==> src/key_press_classifier_unit_assert.svh <==
// Assertion macros shared by the key press classifier modules.
`ifndef KEY_PRESS_CLASSIFIER_UNIT_ASSERT_SVH
`define KEY_PRESS_CLASSIFIER_UNIT_ASSERT_SVH

`ifndef SYNTHESIS

`define KPC_ASSERT(lbl, clk, rst_n, prop) \
	lbl: assert property (@(posedge clk) disable iff (!rst_n) prop) \
		else $error("key press classifier check failed");

`define KPC_ASSERT_NEXT(lbl, clk, rst_n, ante, cons) \
	lbl: assert property (@(posedge clk) disable iff (!rst_n) (ante) |=> (cons)) \
		else $error("key press classifier sequence check failed");

`else

`define KPC_ASSERT(lbl, clk, rst_n, prop)

`define KPC_ASSERT_NEXT(lbl, clk, rst_n, ante, cons)

`endif

`endif

==> src/kpc_pkg.sv <==
package kpc_pkg;

	localparam int FIELD_KEYS = 4;
	localparam int KEY_COUNT_DEFAULT = 4;
	localparam int TICK_W = 8;
	localparam int CFG_DATA_W = 8;
	localparam int CFG_INDEX_W = 1;

	localparam logic [TICK_W-1:0] TICK_MAX = '1;
	localparam logic [TICK_W-1:0] LONG_PRESS_RESET = 8'd70;
	localparam logic [TICK_W-1:0] DOUBLE_WINDOW_RESET = 8'd35;

	localparam logic [CFG_INDEX_W-1:0] CFG_LONG_PRESS = 1'b0;
	localparam logic [CFG_INDEX_W-1:0] CFG_DOUBLE_WINDOW = 1'b1;

	typedef enum logic [1:0] {
		PH_IDLE     = 2'd0,
		PH_DEBOUNCE = 2'd1,
		PH_HELD     = 2'd2
	} phase_t;

	typedef struct packed {
		logic is_short;
		logic is_double;
		logic is_long;
	} kpc_event_t;

endpackage

==> src/kpc_if.sv <==
interface kpc_in_if;
	logic                            valid;
	logic                            ready;
	logic [kpc_pkg::FIELD_KEYS-1:0]  key_levels;

	modport source (output valid, output key_levels, input ready);
	modport sink (input valid, input key_levels, output ready);
endinterface

interface kpc_out_if;
	logic                            valid;
	logic                            ready;
	logic [kpc_pkg::FIELD_KEYS-1:0]  short_events;
	logic [kpc_pkg::FIELD_KEYS-1:0]  double_events;
	logic [kpc_pkg::FIELD_KEYS-1:0]  long_events;

	modport source (output valid, output short_events, output double_events,
		output long_events, input ready);
	modport sink (input valid, input short_events, input double_events,
		input long_events, output ready);
endinterface

==> src/kpc_lane.sv <==
`include "key_press_classifier_unit_assert.svh"

module kpc_lane (
	input  logic                              clk,
	input  logic                              arst_n,
	input  logic                              accept,
	input  logic                              pressed,
	input  logic [kpc_pkg::TICK_W-1:0]        long_ticks,
	input  logic [kpc_pkg::TICK_W-1:0]        window_len,
	output kpc_pkg::kpc_event_t               events
);

	kpc_pkg::phase_t             phase_q, phase_d;
	logic [kpc_pkg::TICK_W-1:0]  held_q, held_d;
	logic                        win_open_q, win_open_d;
	logic [kpc_pkg::TICK_W-1:0]  win_cnt_q, win_cnt_d;
	logic                        doubled;

	always_comb begin
		phase_d    = phase_q;
		held_d     = held_q;
		win_open_d = win_open_q;
		win_cnt_d  = win_cnt_q;
		events     = '0;
		doubled    = 1'b0;
		case (phase_q)
			kpc_pkg::PH_DEBOUNCE: begin
				phase_d = pressed ? kpc_pkg::PH_HELD : kpc_pkg::PH_IDLE;
			end
			kpc_pkg::PH_HELD: begin
				if (!pressed) begin
					if (held_q <= long_ticks) begin
						if (!win_open_q) begin
							win_open_d = 1'b1;
							win_cnt_d  = '0;
						end else begin
							events.is_double = 1'b1;
							win_open_d       = 1'b0;
							doubled          = 1'b1;
						end
					end
					phase_d = kpc_pkg::PH_IDLE;
				end else begin
					if (held_q > long_ticks) begin
						events.is_long = 1'b1;
					end
					if (held_q != kpc_pkg::TICK_MAX) begin
						held_d = held_q + 1'b1;
					end
				end
			end
			default: begin
				if (pressed) begin
					phase_d = kpc_pkg::PH_DEBOUNCE;
					held_d  = '0;
				end else begin
					phase_d = kpc_pkg::PH_IDLE;
				end
			end
		endcase
		if (win_open_d && !doubled) begin
			if (win_cnt_d != kpc_pkg::TICK_MAX) begin
				win_cnt_d = win_cnt_d + 1'b1;
			end
			if (win_cnt_d >= window_len) begin
				events.is_short = 1'b1;
				win_open_d      = 1'b0;
			end
		end
	end

	always_ff @(posedge clk or negedge arst_n) begin
		if (!arst_n) begin
			phase_q    <= kpc_pkg::PH_IDLE;
			held_q     <= '0;
			win_open_q <= 1'b0;
			win_cnt_q  <= '0;
		end else if (accept) begin
			phase_q    <= phase_d;
			held_q     <= held_d;
			win_open_q <= win_open_d;
			win_cnt_q  <= win_cnt_d;
		end
	end

	`KPC_ASSERT(a_short_double_exclusive, clk, arst_n,
		!(events.is_short && events.is_double))
	`KPC_ASSERT(a_long_only_when_held, clk, arst_n,
		!events.is_long || (phase_q == kpc_pkg::PH_HELD))
	`KPC_ASSERT_NEXT(a_idle_keeps_window, clk, arst_n, !accept,
		$stable(win_cnt_q) && $stable(win_open_q) && $stable(held_q))
	`KPC_ASSERT_NEXT(a_double_closes_window, clk, arst_n,
		accept && events.is_double, !win_open_q)

endmodule

==> src/kpc_merge.sv <==
`include "key_press_classifier_unit_assert.svh"

module kpc_merge #(
	parameter int LANE_COUNT = kpc_pkg::FIELD_KEYS
) (
	input  logic                 clk,
	input  logic                 arst_n,
	input  logic                 accept,
	input  kpc_pkg::kpc_event_t  lane_events [LANE_COUNT],
	kpc_out_if.source            event_out
);

	logic [kpc_pkg::FIELD_KEYS-1:0] short_mask, double_mask, long_mask;
	logic [kpc_pkg::FIELD_KEYS-1:0] short_q, double_q, long_q;
	logic                           valid_q;

	for (genvar g = 0; g < kpc_pkg::FIELD_KEYS; g++) begin : g_mask
		if (g < LANE_COUNT) begin : g_live
			assign short_mask[g]  = lane_events[g].is_short;
			assign double_mask[g] = lane_events[g].is_double;
			assign long_mask[g]   = lane_events[g].is_long;
		end else begin : g_absent
			assign short_mask[g]  = 1'b0;
			assign double_mask[g] = 1'b0;
			assign long_mask[g]   = 1'b0;
		end
	end

	always_ff @(posedge clk or negedge arst_n) begin
		if (!arst_n) begin
			valid_q <= 1'b0;
		end else if (accept) begin
			valid_q <= 1'b1;
		end else if (event_out.ready) begin
			valid_q <= 1'b0;
		end
	end

	always_ff @(posedge clk) begin
		if (accept) begin
			short_q  <= short_mask;
			double_q <= double_mask;
			long_q   <= long_mask;
		end
	end

	assign event_out.valid         = valid_q;
	assign event_out.short_events  = short_q;
	assign event_out.double_events = double_q;
	assign event_out.long_events   = long_q;

	`KPC_ASSERT_NEXT(a_accept_gives_result, clk, arst_n, accept, valid_q)
	`KPC_ASSERT(a_no_overwrite, clk, arst_n,
		!(accept && valid_q && !event_out.ready))
	`KPC_ASSERT(a_result_masks_disjoint, clk, arst_n,
		!valid_q || ((short_q & double_q) == '0))

endmodule

==> src/key_press_classifier_unit.sv <==
// Key press classifier: each input transaction is one scan tick carrying the raw
// active-low levels of four keys, and each tick returns exactly one output
// transaction with per-key short, double-click and long event masks. A key must
// read pressed on two ticks in a row before its hold time is counted; holding it
// beyond long_press_ticks raises a long event every tick, a release at or below
// that threshold opens a double-click window or closes an open one with a double
// event, and a window open for double_window_ticks ticks ends in a short event.
// One lane per key updates its state in the cycle the tick is accepted and the
// result appears from the output register in the next cycle, so one tick is
// taken per clock cycle whenever the output side keeps taking results. Keys
// beyond the fourth are ignored. Registers are written through cfg_we,
// cfg_index (0: long_press_ticks, 1: double_window_ticks) and cfg_data; the user
// must write them only while no tick is in flight; the block does not enforce it.
module key_press_classifier_unit #(
	parameter int KEY_COUNT = kpc_pkg::KEY_COUNT_DEFAULT
) (
	input  logic                              clk,
	input  logic                              arst_n,
	kpc_in_if.sink                            key_in,
	kpc_out_if.source                         event_out,
	input  logic                              cfg_we,
	input  logic [kpc_pkg::CFG_INDEX_W-1:0]   cfg_index,
	input  logic [kpc_pkg::CFG_DATA_W-1:0]    cfg_data
);

	localparam int LANE_COUNT =
		(KEY_COUNT > kpc_pkg::FIELD_KEYS) ? kpc_pkg::FIELD_KEYS : KEY_COUNT;

	logic [kpc_pkg::TICK_W-1:0] long_ticks_q;
	logic [kpc_pkg::TICK_W-1:0] window_len_q;
	logic                       accept;
	kpc_pkg::kpc_event_t        lane_events [LANE_COUNT];

	always_ff @(posedge clk or negedge arst_n) begin
		if (!arst_n) begin
			long_ticks_q <= kpc_pkg::LONG_PRESS_RESET;
			window_len_q <= kpc_pkg::DOUBLE_WINDOW_RESET;
		end else if (cfg_we) begin
			case (cfg_index)
				kpc_pkg::CFG_LONG_PRESS:    long_ticks_q <= cfg_data[kpc_pkg::TICK_W-1:0];
				kpc_pkg::CFG_DOUBLE_WINDOW: window_len_q <= cfg_data[kpc_pkg::TICK_W-1:0];
				default: begin
				end
			endcase
		end
	end

	assign key_in.ready = !event_out.valid || event_out.ready;
	assign accept       = key_in.valid && key_in.ready;

	for (genvar g = 0; g < LANE_COUNT; g++) begin : g_lane
		kpc_lane u_lane (
			.clk        (clk),
			.arst_n     (arst_n),
			.accept     (accept),
			.pressed    (!key_in.key_levels[g]),
			.long_ticks (long_ticks_q),
			.window_len (window_len_q),
			.events     (lane_events[g])
		);
	end

	kpc_merge #(
		.LANE_COUNT (LANE_COUNT)
	) u_merge (
		.clk         (clk),
		.arst_n      (arst_n),
		.accept      (accept),
		.lane_events (lane_events),
		.event_out   (event_out)
	);

endmodule

==> src/flat_wrapper.sv <==
// flat-port wrapper written by rule: the top's interface ports become plain ports
module key_press_classifier_unit_flat 
#(
	parameter int KEY_COUNT = kpc_pkg::KEY_COUNT_DEFAULT
)
  (clk, arst_n, cfg_we, cfg_index, cfg_data, key_in_valid, key_in_key_levels, key_in_ready, event_out_valid, event_out_short_events, event_out_double_events, event_out_long_events, event_out_ready);
  kpc_in_if key_in_i ();
  kpc_out_if event_out_i ();
  input  logic clk;
  input  logic arst_n;
  input  logic cfg_we;
  input  logic [kpc_pkg::CFG_INDEX_W-1:0] cfg_index;
  input  logic [kpc_pkg::CFG_DATA_W-1:0] cfg_data;
  input wire logic [$bits(key_in_i.valid)-1:0] key_in_valid;
  input wire logic [$bits(key_in_i.key_levels)-1:0] key_in_key_levels;
  output wire logic [$bits(key_in_i.ready)-1:0] key_in_ready;
  output wire logic [$bits(event_out_i.valid)-1:0] event_out_valid;
  output wire logic [$bits(event_out_i.short_events)-1:0] event_out_short_events;
  output wire logic [$bits(event_out_i.double_events)-1:0] event_out_double_events;
  output wire logic [$bits(event_out_i.long_events)-1:0] event_out_long_events;
  input wire logic [$bits(event_out_i.ready)-1:0] event_out_ready;
  assign key_in_i.valid = key_in_valid;
  assign key_in_i.key_levels = key_in_key_levels;
  assign key_in_ready = key_in_i.ready;
  assign event_out_valid = event_out_i.valid;
  assign event_out_short_events = event_out_i.short_events;
  assign event_out_double_events = event_out_i.double_events;
  assign event_out_long_events = event_out_i.long_events;
  assign event_out_i.ready = event_out_ready;
  key_press_classifier_unit #(.KEY_COUNT(KEY_COUNT)) u_core (.clk(clk), .arst_n(arst_n), .key_in(key_in_i), .event_out(event_out_i), .cfg_we(cfg_we), .cfg_index(cfg_index), .cfg_data(cfg_data));
endmodule
==> config.mk <==
export PLATFORM = sky130hd
export DESIGN_NAME = key_press_classifier_unit_flat
export DESIGN_NICKNAME = d
export VERILOG_FILES = /design/src/kpc_pkg.sv /design/src/kpc_if.sv /design/src/kpc_lane.sv /design/src/kpc_merge.sv /design/src/key_press_classifier_unit.sv /design/src/flat_wrapper.sv
export VERILOG_INCLUDE_DIRS = /design/src /design/src/src
export SDC_FILE = /design/constraint.sdc
export NUM_CORES = 1
export LEC_CHECK = 0
export ABC_AREA = 1
export ABC_CLOCK_PERIOD_IN_PS = 3000
export BUFFER_PORTS_ARGS = -buffer_cell sky130_fd_sc_hd__buf_2
export CAP_MARGIN = 20
export CORE_UTILIZATION = 57
export CTS_CLUSTER_DIAMETER = 60
export DETAILED_ROUTE_END_ITERATION = 12
export PLACE_DENSITY = 0.81
export SLEW_MARGIN = 20
export SYNTH_ARGS = -nofsm -noshare
export SYNTH_HDL_FRONTEND = slang
export SYNTH_HIERARCHICAL = 1
export SYNTH_SLANG_ARGS = --single-unit
==> constraint.sdc <==
create_clock -name clk -period 3 [get_ports clk]
set_input_delay 0.3 -clock clk [delete_from_list [all_inputs] [get_ports clk]]
set_output_delay 0.3 -clock clk [all_outputs]
set_load 0.02 [all_outputs]
==> impl_metrics.py <==
metrics = {
    "status": {
        "status": "finished, violations left",
        "violations": "negative hold slack, negative setup slack",
    },
    "detailed_routing": {
        "drt_wl_total_um": 21200,
        "postRouteAntennaNets": 0,
        "via_count": 7910,
        "wl_per_cell_um": 14.8,
        "first_pass_iters": 6,
        "drc": 0,
        "vias_per_cell": 5.51,
        "dr.first_iter.drc_count": 683,
    },
    "floorplanning": {
        "ios": 32,
        "die_area_sq_um": 15000,
        "rows": 43,
        "core-area_sq_um": 14000,
        "initial_core_util_pct": 59.0,
        "die_w_um": 122,
        "die_h_um": 122,
    },
    "layout": {
        "final_core_util_pct": 74.0,
        "nFillCells": 987,
        "area.sequential_sq_um": 2700,
        "drive_gt1_share_pct": 29.9,
        "diodes": 0,
        "fin_nets": 1353,
        "layout.cells.non_filler": 1436,
        "area_growth_pct": 25.4,
        "multi_input_area_sq_um": 5290,
    },
    "timing": {
        "min_period_ns": 3.40,
        "grt_setup_unrepaired": "yes",
        "tightest_slew_ns": 0.688,
        "relSlewSlack_pct": 54.1,
        "slew_viol_final": 0,
        "setup_ws_ns": -0.402,
        "fin_crit_sh_pct": 113,
        "whs_ns": -0.0102,
        "fin_skew_ns": 0.0119,
        "finalHoldViolations": 34,
        "setup_viol": 8,
        "fmax_ghz": 0.294,
    },
    "synth": {
        "synth_seq_cells": 105,
        "syn-instance-count": 1104,
        "synthesis.area_sq_um": 8250,
        "synth-async-reset-ratio_pct": 88.6,
        "avgSynthCellArea_sq_um": 7.47,
        "syn-num-nets": 1206,
        "synthTopCellsByCount": "nand2_1, inv_1, nand3_1, dfrtp_1, ha_1",
        "synth_cell_types": 41,
        "synth_top_area_share_pct": 26.4,
        "yosysWarnings": 6,
        "seq_area_frac_synth_pct": 32.7,
        "synth_area_leaders": "dfrtp_1, nand2_1, ha_1, inv_1, nand3_1",
        "synth_most_common_cell": "nand2_1",
        "synth_edf_count": 12,
        "synth_top_area_cell": "dfrtp_1",
        "ys.flop_type": "dfrtp_1",
    },
    "worst_setup_path": {
        "critPathArrivalTime_ns": 3.67,
        "required_ns": 3.27,
        "critPathMaxFanout": 6,
        "r2r_slack_ns": -0.40,
        "crit_path_end_kind": "flop",
        "cp-start-kind": "flop",
        "critPathKind": "reg -> reg",
    },
    "power_and_ir_drop": {
        "powerDensity_nw_per_um2": 690,
        "p_leak_nw": 5.26,
        "peakVddDrop_v": 0.000448,
        "fin_total_pwr_mw": 7.14,
    },
    "clocking": {
        "cts.sinks": 105,
        "root_buffer": "clkbuf_16",
        "clk_latency_ns": 0.36,
        "htree_levels": 3,
        "tritoncts": "built",
        "path_clk_slew_ns": 0.07,
        "cts-hold-fix-buffers": 0,
        "clockBufferDepth": 2,
        "numCtsBuffers": 9,
    },
    "place": {
        "routabilityCongestion": 0.895,
        "dp_cells": 1392,
        "pre_cts_ws_ns": -0.351,
        "port_buffers": 31,
        "place_hpwl_um": 14300,
    },
    "global_route": {
        "grt_pass1_wl_um": 34200,
        "grt_overflow_total": 0,
        "antenna_found_initial": 0,
        "grtUsageTotal_pct": 29.1,
        "grt_pass1_vias": 7505,
        "grt_max_degree": 52,
    },
    "min_path": {
        "hold_path_class": "in -> async",
    },
    "run": {
        "drv_cap": 0,
    },
}
per-stage QoR:
stage / instance area [sq um] / TNS [ns] / hold slack (ns)
finish: 10300 / -2.94 / -0.0102
global route: 10300 / -4.75 / 0.0552
global placement: 9370 / -1.60 / 0.391
CTS: 10100 / -2.17 / 0.0160
floorplan: 8410 / -0.528 / 0.00441
detailed placement: 9370 / -2.28 / 0.388
report_power, final:
| part | internal, mW | switching [mW] | total, mW |
|---|---|---|---|
| logic | 1.68 | 2.15 | 3.83 |
| clock network | 0.641 | 0.555 | 1.20 |
| registers | 1.73 | 0.385 | 2.12 |
per-layer routing:
| metal | global-route usage (%) | up-vias | share of wire [%] |
|---|---|---|---|
| met5 | 0 | - | 0 |
| met4 | 10.8 | 0 | 3.3 |
| met2 | 48.8 | 264 | 49 |
| li1 | - | 3843 | - |
| met1 | 38.7 | 3739 | 43 |
| met3 | 2.93 | 64 | 5.1 |
registers in the layout, indices dropped and copies added (netlist names):
name	count
u_core/g_lane.u_lane/phase_q	8
u_core/u_merge/event_out.valid	1
u_core/g_lane.u_lane/win_cnt_q	32
u_core/u_merge/event_out.double_events	4
u_core/u_merge/event_out.short_events	4
u_core/g_lane.u_lane/win_open_q	4
u_core/window_len_q	8
u_core/long_ticks_q	8
u_core/g_lane.u_lane/held_q	32
u_core/u_merge/event_out.long_events	4
cell families after synthesis:
kind of cell,synth area share (%)
and+or+nand+nor,33.0
buffers and inverters,10.5
AOI/OAI and AO/OA,8.48
DFF,32.7
adders and majority gates,12.7
xor gates and xnor gates,2.12
muxes,0.485
area by class of cell:
class                   count  share of cell area, %
clock buffers              13                   2.62
clock inverters             3                  0.242
inverters                 185                   7.00
multi-input cells         797                   51.1
flip-flops and latches    105                   26.0
well taps                 180                   2.18
repair buffers            153                   10.8
timing repair:
| action | CTS | global route |
|---|---|---|
| gates cloned | 2 | 0 |
| pin swaps | 58 | 37 |
| buffers inserted | 21 | 5 |
| resized for setup | 47 | 51 |
| setup endpoints to repair | 8 | 8 |
cells in the final DEF (no fill, tap or decap), types with 5 or more instances in the layout:
master and n:
dfstp_2 6, inv_2 32, ha_1 63, nor2_4 20, nand2_1 274, nor3_1 16, a21oi_1 74, buf_6 5
inv_4 9, edfxtp_1 12, a21oi_2 6, nand2_2 39, nand4_1 11, nor2_1 48, dfrtp_1 87, xnor2_1 5
buf_2 30, nand2_4 22, nand3_1 86, xor2_1 12, o21ai_0 17, o21ai_1 9, nand3_2 9, clkbuf_16 10
inv_1 142, buf_4 116, nand2_8 6, ha_4 21, nor2_2 15
path summary, 6_finish.rpt:
kind / start / end / cells past startpoint
setup / recovery: u_core/long_ticks_q[6] / u_core/g_lane[1].u_lane/win_open_q / 23
hold / removal: arst_n / u_core/g_lane[1].u_lane/phase_q[1] / 1
setup reg to reg: u_core/long_ticks_q[6] / u_core/g_lane[1].u_lane/win_open_q / 23
hold reg to reg: u_core/long_ticks_q[2] / u_core/long_ticks_q[2] / 2
max in group asynchronous: arst_n / u_core/window_len_q[5] / 2
min in group clk: event_out_ready / u_core/u_merge/event_out.valid / 4
critical path, stage by stage, from the launching register on:
cell       delay (ns)
dfstp_2          0.54
buf_4            0.10
inv_1            0.03
ha_1             0.28
nand2_2          0.07
nor2_2           0.11
nand2_1          0.08
nand2_2          0.07
nand2_4          0.07
nand2_4          0.10
nand2_4          0.06
inv_4            0.06
ha_4             0.12
nand2_2          0.06
nor2_4           0.21
nand2_4          0.10
buf_12           0.15
nand2_2          0.06
ha_1             0.27
a21oi_1          0.30
o2111ai_2        0.15
nand2_1          0.09
inv_2            0.04
o31ai_2          0.16
Power figures use the tool's default switching activity.
